### config.mk
export PLATFORM = sky130hd
export DESIGN_NAME = debug_breakpoint_watchpoint_unit
export DESIGN_NICKNAME = d
export VERILOG_FILES = /design/src/design/dbw_pkg.sv /design/src/design/dbw_fifo.sv /design/src/design/dbw_front.sv /design/src/design/dbw_back.sv /design/src/design/debug_breakpoint_watchpoint_unit.sv
export SDC_FILE = /design/constraint.sdc
export NUM_CORES = 2
export LEC_CHECK = 0
export ABC_CLOCK_PERIOD_IN_PS = 10080
export BUFFER_PORTS_ARGS = -buffer_cell sky130_fd_sc_hd__buf_2
export CAP_MARGIN = 15
export CORE_MARGIN = 2
export CORE_UTILIZATION = 45
export DETAILED_ROUTE_END_ITERATION = 8
export MAX_ROUTING_LAYER = met4
export SYNTH_ARGS = -nofsm -noshare
export SYNTH_HDL_FRONTEND = slang
export SYNTH_HIERARCHICAL = 1
export SYNTH_SLANG_ARGS = --single-unit
### constraint.sdc
create_clock -name clk_i -period 10.08 [get_ports clk_i]
set_clock_uncertainty 0.15 [all_clocks]
set_input_delay 1.008 -clock clk_i [delete_from_list [all_inputs] [get_ports clk_i]]
set_output_delay 1.008 -clock clk_i [all_outputs]
set_load 0.01 [all_outputs]
### src/design/dbw_pkg.sv
package dbw_pkg;

  localparam int SLOT_W = 4;
  localparam int SEG_W  = 16;
  localparam int OFFS_W = 16;
  localparam int ADDR_W = 20;

  typedef enum logic [2:0] {
    OP_ADD_BP    = 3'd0,
    OP_REM_BP    = 3'd1,
    OP_CLR_BP    = 3'd2,
    OP_ADD_WP    = 3'd3,
    OP_REM_WP    = 3'd4,
    OP_CLR_WP    = 3'd5,
    OP_CHK_ACC   = 3'd6,
    OP_CHK_FETCH = 3'd7
  } op_e;

  localparam logic REASON_BP = 1'b0;
  localparam logic REASON_WP = 1'b1;

  // Command word handed from the front end to the execution side.
  typedef struct packed {
    op_e                kind;
    logic [SEG_W-1:0]   seg;
    logic [OFFS_W-1:0]  offs;
    logic [ADDR_W-1:0]  address;
    logic [ADDR_W-1:0]  end_address;
    logic               on_read;
    logic               trig_wr;
    logic               acc_wr;
    logic [SLOT_W-1:0]  slot_index;
    logic               wp_args_ok;
    logic               fetch_en;
  } cmd_t;

  typedef struct packed {
    logic               valid;
    logic               reason;
    logic [SLOT_W-1:0]  slot;
    logic [ADDR_W-1:0]  address;
    logic [SEG_W-1:0]   segment;
    logic [OFFS_W-1:0]  offset;
    logic               acc_wr;
  } rec_t;

  typedef struct packed {
    logic               ok;
    logic               hit;
    logic [SLOT_W-1:0]  slot;
    rec_t               rec;
  } res_t;

endpackage

### src/design/dbw_fifo.sv
module dbw_fifo #(
  parameter int WIDTH = 8,
  parameter int DEPTH = 2
) (
  input  logic             clk_i,
  input  logic             rst_ni,
  input  logic             push_i,
  input  logic [WIDTH-1:0] data_i,
  output logic             full_o,
  input  logic             pop_i,
  output logic [WIDTH-1:0] data_o,
  output logic             empty_o
);

  localparam int PTR_W = (DEPTH > 1) ? $clog2(DEPTH) : 1;
  localparam int CNT_W = $clog2(DEPTH + 1);

  logic [WIDTH-1:0] mem_q [DEPTH];
  logic [PTR_W-1:0] wr_ptr_q, wr_ptr_d;
  logic [PTR_W-1:0] rd_ptr_q, rd_ptr_d;
  logic [CNT_W-1:0] cnt_q, cnt_d;
  logic             do_push, do_pop;

  assign full_o  = (cnt_q == CNT_W'(DEPTH));
  assign empty_o = (cnt_q == '0);
  assign do_push = push_i && !full_o;
  assign do_pop  = pop_i && !empty_o;
  assign data_o  = mem_q[rd_ptr_q];

  always_comb begin
    wr_ptr_d = wr_ptr_q;
    rd_ptr_d = rd_ptr_q;
    cnt_d    = cnt_q;
    if (do_push) begin
      wr_ptr_d = (wr_ptr_q == PTR_W'(DEPTH - 1)) ? '0 : wr_ptr_q + PTR_W'(1);
    end
    if (do_pop) begin
      rd_ptr_d = (rd_ptr_q == PTR_W'(DEPTH - 1)) ? '0 : rd_ptr_q + PTR_W'(1);
    end
    if (do_push && !do_pop) begin
      cnt_d = cnt_q + CNT_W'(1);
    end else if (do_pop && !do_push) begin
      cnt_d = cnt_q - CNT_W'(1);
    end
  end

  always_ff @(posedge clk_i or negedge rst_ni) begin
    if (!rst_ni) begin
      wr_ptr_q <= '0;
      rd_ptr_q <= '0;
      cnt_q    <= '0;
    end else begin
      wr_ptr_q <= wr_ptr_d;
      rd_ptr_q <= rd_ptr_d;
      cnt_q    <= cnt_d;
    end
  end

  always_ff @(posedge clk_i) begin
    if (do_push) begin
      mem_q[wr_ptr_q] <= data_i;
    end
  end

endmodule

### src/design/dbw_front.sv
module dbw_front (
  input  logic                       clk_i,
  input  logic                       rst_ni,
  input  logic                       push,
  output logic                       full,
  input  logic [2:0]                 op_i,
  input  logic [dbw_pkg::SEG_W-1:0]  seg_i,
  input  logic [dbw_pkg::OFFS_W-1:0] offs_i,
  input  logic [dbw_pkg::ADDR_W-1:0] address_i,
  input  logic [dbw_pkg::ADDR_W-1:0] end_address_i,
  input  logic                       on_read_i,
  input  logic                       trig_wr_i,
  input  logic                       acc_wr_i,
  input  logic [dbw_pkg::SLOT_W-1:0] slot_index_i,
  input  logic                       cpu_halted_i,
  output logic                       cmd_push_o,
  output dbw_pkg::cmd_t              cmd_o,
  input  logic                       cmd_full_i
);

  logic          valid_q, valid_d;
  dbw_pkg::cmd_t cmd_q, cmd_d;
  logic          accept;

  assign full       = valid_q && cmd_full_i;
  assign accept     = push && !full;
  assign cmd_push_o = valid_q;
  assign cmd_o      = cmd_q;

  // Decode the word and settle the argument checks that need no table state.
  always_comb begin
    cmd_d.kind        = dbw_pkg::op_e'(op_i);
    cmd_d.seg         = seg_i;
    cmd_d.offs        = offs_i;
    cmd_d.address     = address_i;
    cmd_d.end_address = end_address_i;
    cmd_d.on_read     = on_read_i;
    cmd_d.trig_wr     = trig_wr_i;
    cmd_d.acc_wr      = acc_wr_i;
    cmd_d.slot_index  = slot_index_i;
    cmd_d.wp_args_ok  = (address_i <= end_address_i) && (on_read_i || trig_wr_i);
    cmd_d.fetch_en    = !cpu_halted_i;
  end

  always_comb begin
    valid_d = valid_q;
    if (accept) begin
      valid_d = 1'b1;
    end else if (valid_q && !cmd_full_i) begin
      valid_d = 1'b0;
    end
  end

  always_ff @(posedge clk_i or negedge rst_ni) begin
    if (!rst_ni) begin
      valid_q <= 1'b0;
    end else begin
      valid_q <= valid_d;
    end
  end

  always_ff @(posedge clk_i) begin
    if (accept) begin
      cmd_q <= cmd_d;
    end
  end

endmodule

### src/design/dbw_back.sv
module dbw_back #(
  parameter int NUM_BREAKPOINTS = 8,
  parameter int NUM_WATCHPOINTS = 8
) (
  input  logic          clk_i,
  input  logic          rst_ni,
  input  logic          cmd_empty_i,
  input  dbw_pkg::cmd_t cmd_i,
  output logic          cmd_pop_o,
  input  logic          res_full_i,
  output logic          res_push_o,
  output dbw_pkg::res_t res_o
);

  localparam int NB = NUM_BREAKPOINTS;
  localparam int NW = NUM_WATCHPOINTS;
  localparam int SW = dbw_pkg::SLOT_W;

  localparam logic [1:0] ST_IDLE   = 2'd0;
  localparam logic [1:0] ST_EVAL   = 2'd1;
  localparam logic [1:0] ST_COMMIT = 2'd2;

  logic [1:0]    state_q, state_d;
  dbw_pkg::cmd_t cmd_q;

  logic [NB-1:0] bp_en_q, bp_en_d;
  logic [dbw_pkg::SEG_W-1:0]  bp_seg_q  [NB];
  logic [dbw_pkg::OFFS_W-1:0] bp_offs_q [NB];
  logic [NW-1:0] wp_en_q, wp_en_d;
  logic [dbw_pkg::ADDR_W-1:0] wp_low_q  [NW];
  logic [dbw_pkg::ADDR_W-1:0] wp_high_q [NW];
  logic [NW-1:0] wp_rd_q, wp_wr_q;
  logic          skip_q, skip_d;
  dbw_pkg::rec_t rec_q, rec_d;

  logic [NB-1:0] bp_vec_q, bp_vec_d, bp_match, bp_dec, bp_lo, bp_wr;
  logic [NW-1:0] wp_vec_q, wp_vec_d, wp_match, wp_dec, wp_lo, wp_wr;
  logic [SW-1:0] bp_idx, wp_idx;
  logic          bp_any, wp_any;
  logic          commit;
  logic          ok, hit;
  logic [SW-1:0] slot;

  assign cmd_pop_o  = (state_q == ST_IDLE) && !cmd_empty_i;
  assign commit     = (state_q == ST_COMMIT) && !res_full_i;
  assign res_push_o = commit;

  always_comb begin
    state_d = state_q;
    case (state_q)
      ST_IDLE:   if (!cmd_empty_i) state_d = ST_EVAL;
      ST_EVAL:   state_d = ST_COMMIT;
      ST_COMMIT: if (!res_full_i) state_d = ST_IDLE;
      default:   state_d = ST_IDLE;
    endcase
  end

  // Evaluate state: compare every slot at once and keep the
  // candidate vector for the operation at hand.
  always_comb begin
    for (int i = 0; i < NB; i++) begin
      bp_dec[i]   = (cmd_q.slot_index == SW'(i));
      bp_match[i] = bp_en_q[i] && (bp_seg_q[i] == cmd_q.seg) && (bp_offs_q[i] == cmd_q.offs);
    end
    for (int i = 0; i < NW; i++) begin
      wp_dec[i]   = (cmd_q.slot_index == SW'(i));
      wp_match[i] = wp_en_q[i] && (cmd_q.address >= wp_low_q[i]) &&
                    (cmd_q.address <= wp_high_q[i]) &&
                    (cmd_q.acc_wr ? wp_wr_q[i] : wp_rd_q[i]);
    end
    bp_vec_d = '0;
    wp_vec_d = '0;
    case (cmd_q.kind)
      dbw_pkg::OP_ADD_BP:    bp_vec_d = ~bp_en_q;
      dbw_pkg::OP_REM_BP:    bp_vec_d = bp_en_q & bp_dec;
      dbw_pkg::OP_CHK_FETCH: bp_vec_d = bp_match;
      dbw_pkg::OP_ADD_WP:    wp_vec_d = cmd_q.wp_args_ok ? ~wp_en_q : '0;
      dbw_pkg::OP_REM_WP:    wp_vec_d = wp_en_q & wp_dec;
      dbw_pkg::OP_CHK_ACC:   wp_vec_d = wp_match;
      default: ;
    endcase
  end

  // Commit state: pick the lowest candidate slot.
  always_comb begin
    bp_lo  = bp_vec_q & (~bp_vec_q + NB'(1));
    wp_lo  = wp_vec_q & (~wp_vec_q + NW'(1));
    bp_any = |bp_vec_q;
    wp_any = |wp_vec_q;
    bp_idx = '0;
    wp_idx = '0;
    for (int i = 0; i < NB; i++) begin
      if (bp_lo[i]) bp_idx = bp_idx | SW'(i);
    end
    for (int i = 0; i < NW; i++) begin
      if (wp_lo[i]) wp_idx = wp_idx | SW'(i);
    end
  end

  always_comb begin
    bp_en_d = bp_en_q;
    wp_en_d = wp_en_q;
    skip_d  = skip_q;
    rec_d   = rec_q;
    ok      = 1'b0;
    hit     = 1'b0;
    slot    = '0;
    case (cmd_q.kind)
      dbw_pkg::OP_ADD_BP: begin
        if (bp_any) begin
          ok      = 1'b1;
          slot    = bp_idx;
          bp_en_d = bp_en_q | bp_lo;
        end
      end
      dbw_pkg::OP_REM_BP: begin
        if (bp_any) begin
          ok      = 1'b1;
          bp_en_d = bp_en_q & ~bp_lo;
        end
      end
      dbw_pkg::OP_CLR_BP: begin
        ok      = 1'b1;
        bp_en_d = '0;
      end
      dbw_pkg::OP_ADD_WP: begin
        if (wp_any) begin
          ok      = 1'b1;
          slot    = wp_idx;
          wp_en_d = wp_en_q | wp_lo;
        end
      end
      dbw_pkg::OP_REM_WP: begin
        if (wp_any) begin
          ok      = 1'b1;
          wp_en_d = wp_en_q & ~wp_lo;
        end
      end
      dbw_pkg::OP_CLR_WP: begin
        ok      = 1'b1;
        wp_en_d = '0;
      end
      dbw_pkg::OP_CHK_ACC: begin
        if (wp_any) begin
          hit   = 1'b1;
          slot  = wp_idx;
          rec_d = '{valid: 1'b1, reason: dbw_pkg::REASON_WP, slot: wp_idx,
                    address: cmd_q.address, segment: cmd_q.seg,
                    offset: cmd_q.offs, acc_wr: cmd_q.acc_wr};
        end
      end
      dbw_pkg::OP_CHK_FETCH: begin
        // A fetch right after a breakpoint stop passes once unchecked.
        if (cmd_q.fetch_en && (|bp_en_q)) begin
          if (skip_q) begin
            skip_d = 1'b0;
          end else if (bp_any) begin
            hit    = 1'b1;
            slot   = bp_idx;
            skip_d = 1'b1;
            rec_d  = '{valid: 1'b1, reason: dbw_pkg::REASON_BP, slot: bp_idx,
                       address: '0, segment: cmd_q.seg,
                       offset: cmd_q.offs, acc_wr: 1'b0};
          end
        end
      end
      default: ;
    endcase
  end

  assign res_o.ok   = ok;
  assign res_o.hit  = hit;
  assign res_o.slot = slot;
  assign res_o.rec  = rec_d;

  assign bp_wr = (commit && (cmd_q.kind == dbw_pkg::OP_ADD_BP)) ? bp_lo : '0;
  assign wp_wr = (commit && (cmd_q.kind == dbw_pkg::OP_ADD_WP)) ? wp_lo : '0;

  always_ff @(posedge clk_i or negedge rst_ni) begin
    if (!rst_ni) begin
      state_q <= ST_IDLE;
      bp_en_q <= '0;
      wp_en_q <= '0;
      skip_q  <= 1'b0;
      rec_q   <= '0;
    end else begin
      state_q <= state_d;
      if (commit) begin
        bp_en_q <= bp_en_d;
        wp_en_q <= wp_en_d;
        skip_q  <= skip_d;
        rec_q   <= rec_d;
      end
    end
  end

  always_ff @(posedge clk_i) begin
    if (cmd_pop_o) begin
      cmd_q <= cmd_i;
    end
    if (state_q == ST_EVAL) begin
      bp_vec_q <= bp_vec_d;
      wp_vec_q <= wp_vec_d;
    end
    for (int i = 0; i < NB; i++) begin
      if (bp_wr[i]) begin
        bp_seg_q[i]  <= cmd_q.seg;
        bp_offs_q[i] <= cmd_q.offs;
      end
    end
    for (int i = 0; i < NW; i++) begin
      if (wp_wr[i]) begin
        wp_low_q[i]  <= cmd_q.address;
        wp_high_q[i] <= cmd_q.end_address;
        wp_rd_q[i]   <= cmd_q.on_read;
        wp_wr_q[i]   <= cmd_q.trig_wr;
      end
    end
  end

endmodule

### src/design/debug_breakpoint_watchpoint_unit.sv
// Breakpoint and watchpoint comparator for a debug port.
// Both sides look like queues. A word is offered with push and taken at a
// rising edge where push is high and full is low. Each word gives exactly one
// result word, shown while empty is low and removed at an edge where pop is
// high and empty is low.
// The front end registers and decodes the word, then drops it into a
// two-word command queue. The execution side handles one word at a time,
// stepping through its idle, evaluate and commit states: pop from the queue,
// compare all slots in parallel, then pick the lowest matching slot, update
// the tables and the stop record, and write the result into a two-word
// result queue. It pops the next word only after the last result is written,
// while the front end can keep taking new words in the meantime.
// When pop stays low the result queue fills, the execution side waits in its
// commit state, then the command queue and the input register fill and full
// rises. Reset empties both queues, disables every slot and clears the stop
// record and the resume skip flag.
module debug_breakpoint_watchpoint_unit #(
  parameter int NUM_BREAKPOINTS = 8,
  parameter int NUM_WATCHPOINTS = 8
) (
  input  logic                       clk_i,
  input  logic                       rst_ni,
  input  logic                       push,
  output logic                       full,
  input  logic [2:0]                 op_i,
  input  logic [dbw_pkg::SEG_W-1:0]  seg_i,
  input  logic [dbw_pkg::OFFS_W-1:0] offs_i,
  input  logic [dbw_pkg::ADDR_W-1:0] address_i,
  input  logic [dbw_pkg::ADDR_W-1:0] end_address_i,
  input  logic                       on_read_i,
  input  logic                       trig_wr_i,
  input  logic                       acc_wr_i,
  input  logic [dbw_pkg::SLOT_W-1:0] slot_index_i,
  input  logic                       cpu_halted_i,
  output logic                       empty,
  input  logic                       pop,
  output logic                       ok_o,
  output logic                       hit_o,
  output logic [dbw_pkg::SLOT_W-1:0] slot_o,
  output logic                       stop_valid_o,
  output logic                       stop_reason_o,
  output logic [dbw_pkg::SLOT_W-1:0] stop_slot_o,
  output logic [dbw_pkg::ADDR_W-1:0] stop_address_o,
  output logic [dbw_pkg::SEG_W-1:0]  stop_segment_o,
  output logic [dbw_pkg::OFFS_W-1:0] stop_offset_o,
  output logic                       stop_acc_wr_o
);

  dbw_pkg::cmd_t fe_cmd, be_cmd;
  dbw_pkg::res_t be_res, out_res;
  logic          fe_push, cmd_full, cmd_empty, cmd_pop;
  logic          res_push, res_full;

  dbw_front u_front (
    .clk_i         (clk_i),
    .rst_ni        (rst_ni),
    .push          (push),
    .full          (full),
    .op_i          (op_i),
    .seg_i         (seg_i),
    .offs_i        (offs_i),
    .address_i     (address_i),
    .end_address_i (end_address_i),
    .on_read_i     (on_read_i),
    .trig_wr_i     (trig_wr_i),
    .acc_wr_i      (acc_wr_i),
    .slot_index_i  (slot_index_i),
    .cpu_halted_i  (cpu_halted_i),
    .cmd_push_o    (fe_push),
    .cmd_o         (fe_cmd),
    .cmd_full_i    (cmd_full)
  );

  dbw_fifo #(
    .WIDTH ($bits(dbw_pkg::cmd_t)),
    .DEPTH (2)
  ) u_cmd_fifo (
    .clk_i   (clk_i),
    .rst_ni  (rst_ni),
    .push_i  (fe_push),
    .data_i  (fe_cmd),
    .full_o  (cmd_full),
    .pop_i   (cmd_pop),
    .data_o  (be_cmd),
    .empty_o (cmd_empty)
  );

  dbw_back #(
    .NUM_BREAKPOINTS (NUM_BREAKPOINTS),
    .NUM_WATCHPOINTS (NUM_WATCHPOINTS)
  ) u_back (
    .clk_i       (clk_i),
    .rst_ni      (rst_ni),
    .cmd_empty_i (cmd_empty),
    .cmd_i       (be_cmd),
    .cmd_pop_o   (cmd_pop),
    .res_full_i  (res_full),
    .res_push_o  (res_push),
    .res_o       (be_res)
  );

  dbw_fifo #(
    .WIDTH ($bits(dbw_pkg::res_t)),
    .DEPTH (2)
  ) u_res_fifo (
    .clk_i   (clk_i),
    .rst_ni  (rst_ni),
    .push_i  (res_push),
    .data_i  (be_res),
    .full_o  (res_full),
    .pop_i   (pop),
    .data_o  (out_res),
    .empty_o (empty)
  );

  assign ok_o           = out_res.ok;
  assign hit_o          = out_res.hit;
  assign slot_o         = out_res.slot;
  assign stop_valid_o   = out_res.rec.valid;
  assign stop_reason_o  = out_res.rec.reason;
  assign stop_slot_o    = out_res.rec.slot;
  assign stop_address_o = out_res.rec.address;
  assign stop_segment_o = out_res.rec.segment;
  assign stop_offset_o  = out_res.rec.offset;
  assign stop_acc_wr_o  = out_res.rec.acc_wr;

endmodule
==> out/metrics.cfg <==
[status]
status=completed

[yosys]
synth-edff-count=1074
synth-simple-area-share=0.05545
synth_top_area_share=0.6353
syn-cell-area_sq_mm=0.05077
synthXorXnorAreaFrac=0.04606
synth_fa_ha_area_frac=0.08429
synth_top_family_by_area=adder cells
synthMuxAreaShare=0.05255
yosysSeqAreaShare=0.6782
syn_nets=3805
yosysTopAreaCell=edfxtp_1
yosysWarnings=6
synth_compound_area_frac=0.04833
yosys-top-cells-area=edfxtp_1, ha_1, dfrtp_1
synth-seq-cells=1161
avgSynthCellArea_sq_um=15.04
syn_inst=3376
synthFlopType=edfxtp_1
async_flop_share=0.07494
ys_types=68

[worst_setup_path]
crit_type=reg -> out
crit_slowest_cell=buf_4
required_ns=8.92
crit_family=buffers and inverters
path_cells=buf_4 -> mux2_2 -> buf_2
arrival_ns=2.59
path_max_fanout=62
crit_buf_inv=2
cp-end-kind=output pin
critical-path-max-stage-delay_ns=0.80
start_kind=flop

[sta]
max_freq_mhz=266.6
tns_ns=0
finalCritPeriodShare=0.3721
setup_ws_ns=6.330
min_period_ns=3.750
rsz0062_at_grt=no
tightestPinTransition_ns=1.145
setup_viol=0
max_slew_margin=0.2370
finalHoldViolations=0
slew_violations=0

[routing]
wl_per_cell_um=20.39
vias=27270
wirelength_um=107000
drt_iter0_drc=1942
first_pass_iters=6
routed_via_density=5.199
drc=0
ant_nets=0

[grt]
grt_use_met1=0.2834
top_usage_layer=met1
overflow=0
grt_max_degree=71
antenna_found_initial=0
grt_util_met2=0.2780
grt_pass1_wl_um=162900
use_met3=0.02525
grt.total_usage=0.1903
grt_pass1_vias=26770

[placement]
dp_hpwl_um=66980
gp_congestion=0.8445
post-place-ws_ns=6.564
port_buffers=153
dp.cells=5027

[power_and_ir_drop]
peakVddDrop_v=0.0001566
cellLeakagePower_nw=22.01
powerDensity_mw_per_mm2=286.5

[cts]
worstSkewPairLatency_ns=0.70
post_cts_buffers=0
cts_buffers=119
cts.hold.buffers_added=0
clkTransAtPathRegs_ns=0.06
cts_tree=done
clkSinkCount=1161
clockBufferDepth=3
cts_root_buf=clkbuf_16
cts-htree-levels=3
post_cts_resized=0

[finish]
nets=4079
layout.cells.non_filler=5246
synthToLayoutAreaGrowth_pct=13.19
drive_gt1_frac=0.1623

[floorplanning]
io_pins=154
start_util=0.4525
rows=123
die_h_um=339.9
die_w_um=339.9
die_area_sq_mm=0.1155
design.core.area_sq_mm=0.1122

[job]
max-cap-violations=0

[min_path]
min_path_type=in -> async

==> worst paths after layout <==
kind	startpoint	end	slack [ns]	cells past startpoint
worst max-delay path	u_res_fifo/rd_ptr_q	stop_address_o[9]	6.33	3
worst min-delay path	rst_ni	u_back/rec_q[26]	0.17	1
worst max register to register	u_res_fifo/cnt_q[0]	u_res_fifo/mem_q[0][13]	6.58	7
worst min register to register	u_front/cmd_o[83]	u_cmd_fifo/mem_q[0][83]	0.29	0
max in group asynchronous	rst_ni	u_res_fifo/rd_ptr_q	8.37	2
min in group clk_i	u_front/cmd_o[83]	u_cmd_fifo/mem_q[0][83]	0.29	0
==> placed cells by master (no fill, tap or decap), drive strengths merged, types with 15 or more instances in the layout <==
cell,n
nor3,35
nor4,45
dfrtp,87
buf,234
and3,17
inv,355
a221o,16
clkinv,47
ha,342
a22o,22
a21oi,154
nand3,55
edfxtp,1074
clkbuf,149
xor2,111
a211oi,16
nand4,64
nand2,180
and2,15
xnor2,156
nand2b,19
and4,25
o21ai,121
mux2,221
nor2,64
==> routing by layer <==
| metal | share of wire | wire (um) |
|---|---|---|
| met5 | 0 | 0 |
| met4 | 0.020 | 2125 |
| met3 | 0.042 | 4508 |
| met2 | 0.44 | 47190 |
| met1 | 0.50 | 53150 |
==> cell families after synthesis <==
kind of cell | Yosys count
adders and majority gates | 342
muxes | 222
buffers and inverters | 433
AOI/OAI and AO/OA | 404
and+or+nand+nor | 546
xor gates and xnor gates | 267
DFF | 1161
other | 1
==> worst register-to-register path, cell delays in order (launching register included) <==
cell and delay [ns]:
dfrtp_1 0.42, nand2b_1 0.19, inv_1 0.07, or3b_2 0.53, clkinv_1 0.26, nand2_1 0.19
nor2_4 0.66, buf_4 0.60
==> per-stage QoR <==
| step | area, sq um | total power (W) | utilization | hold slack, ns |
|---|---|---|---|---|
| 5_1_grt | 57460 | 0.01742 | 0.5122 | 0.1795 |
| 3_5_place_dp | 53600 | 0.01233 | 0.4778 | 0.2790 |
| 4_1_cts | 57420 | 0.01666 | 0.5118 | 0.1486 |
| 2_1_floorplan | 50770 | 0.01045 | - | 0.2715 |
| 3_3_place_gp | 53600 | 0.01222 | 0.4778 | 0.2738 |
| 6_report | 57460 | 0.01646 | 0.5122 | 0.1704 |
==> area by class of cell <==
type / instances / area (sq um)
clock buffers: 149 / 3151
multi-input cells: 1782 / 14610
repair buffers: 234 / 1404
well taps: 1500 / 1877
diodes: 1 / 2.502
clock inverters: 67 / 664.4
inverters: 352 / 1321
fillers: 9395 / 54730
flip-flops and latches: 1161 / 34440
==> flip-flops by register name, summed over array words and instances (netlist names), 2 cells and up <==
register and flops:
u_back/wp_wr_q 8, u_back/bp_vec_q 8, u_res_fifo/mem_q 130, u_back/bp_offs_q 128, u_back/wp_rd_q 8, u_front/cmd_o 84
u_back/state_q 2, u_back/wp_vec_q 8, u_back/cmd_q 84, u_back/wp_low_q 160, u_res_fifo/cnt_q 2, u_back/rec_q 59
u_back/wp_high_q 160, u_cmd_fifo/mem_q 168, u_back/bp_seg_q 128, u_cmd_fifo/cnt_q 2, u_back/wp_en_q 8, u_back/bp_en_q 8
==> cells in the mapped netlist (all sizes together) (2+ instances only) <==
master  instances
a211oi         16
or3             4
nand3          55
o221ai          3
nor2           64
a21oi         154
and2           15
a31oi           9
xnor2         156
ha            342
nor4           45
clkbuf         47
xor2          111
nand4          64
a22o           22
a221oi          9
a21boi          9
mux2          221
nand2b         19
o31ai           3
nand4b          2
o21ai         121
a41oi           3
nand2         180
dfrtp          87
a211o           2
and3           17
o22ai           6
nor2b          13
and4           25
a221o          16
or2             3
nor3           35
buf            34
edfxtp       1074
a21o           14
a32oi           9
inv           351
o22a            2
==> report_power, final <==
group | switching, W | internal, W
sequential | 0.000533 | 0.00671
combinational | 0.00313 | 0.00181
clock | 0.00182 | 0.00247
No activity file was read; power rests on OpenSTA's default activity.
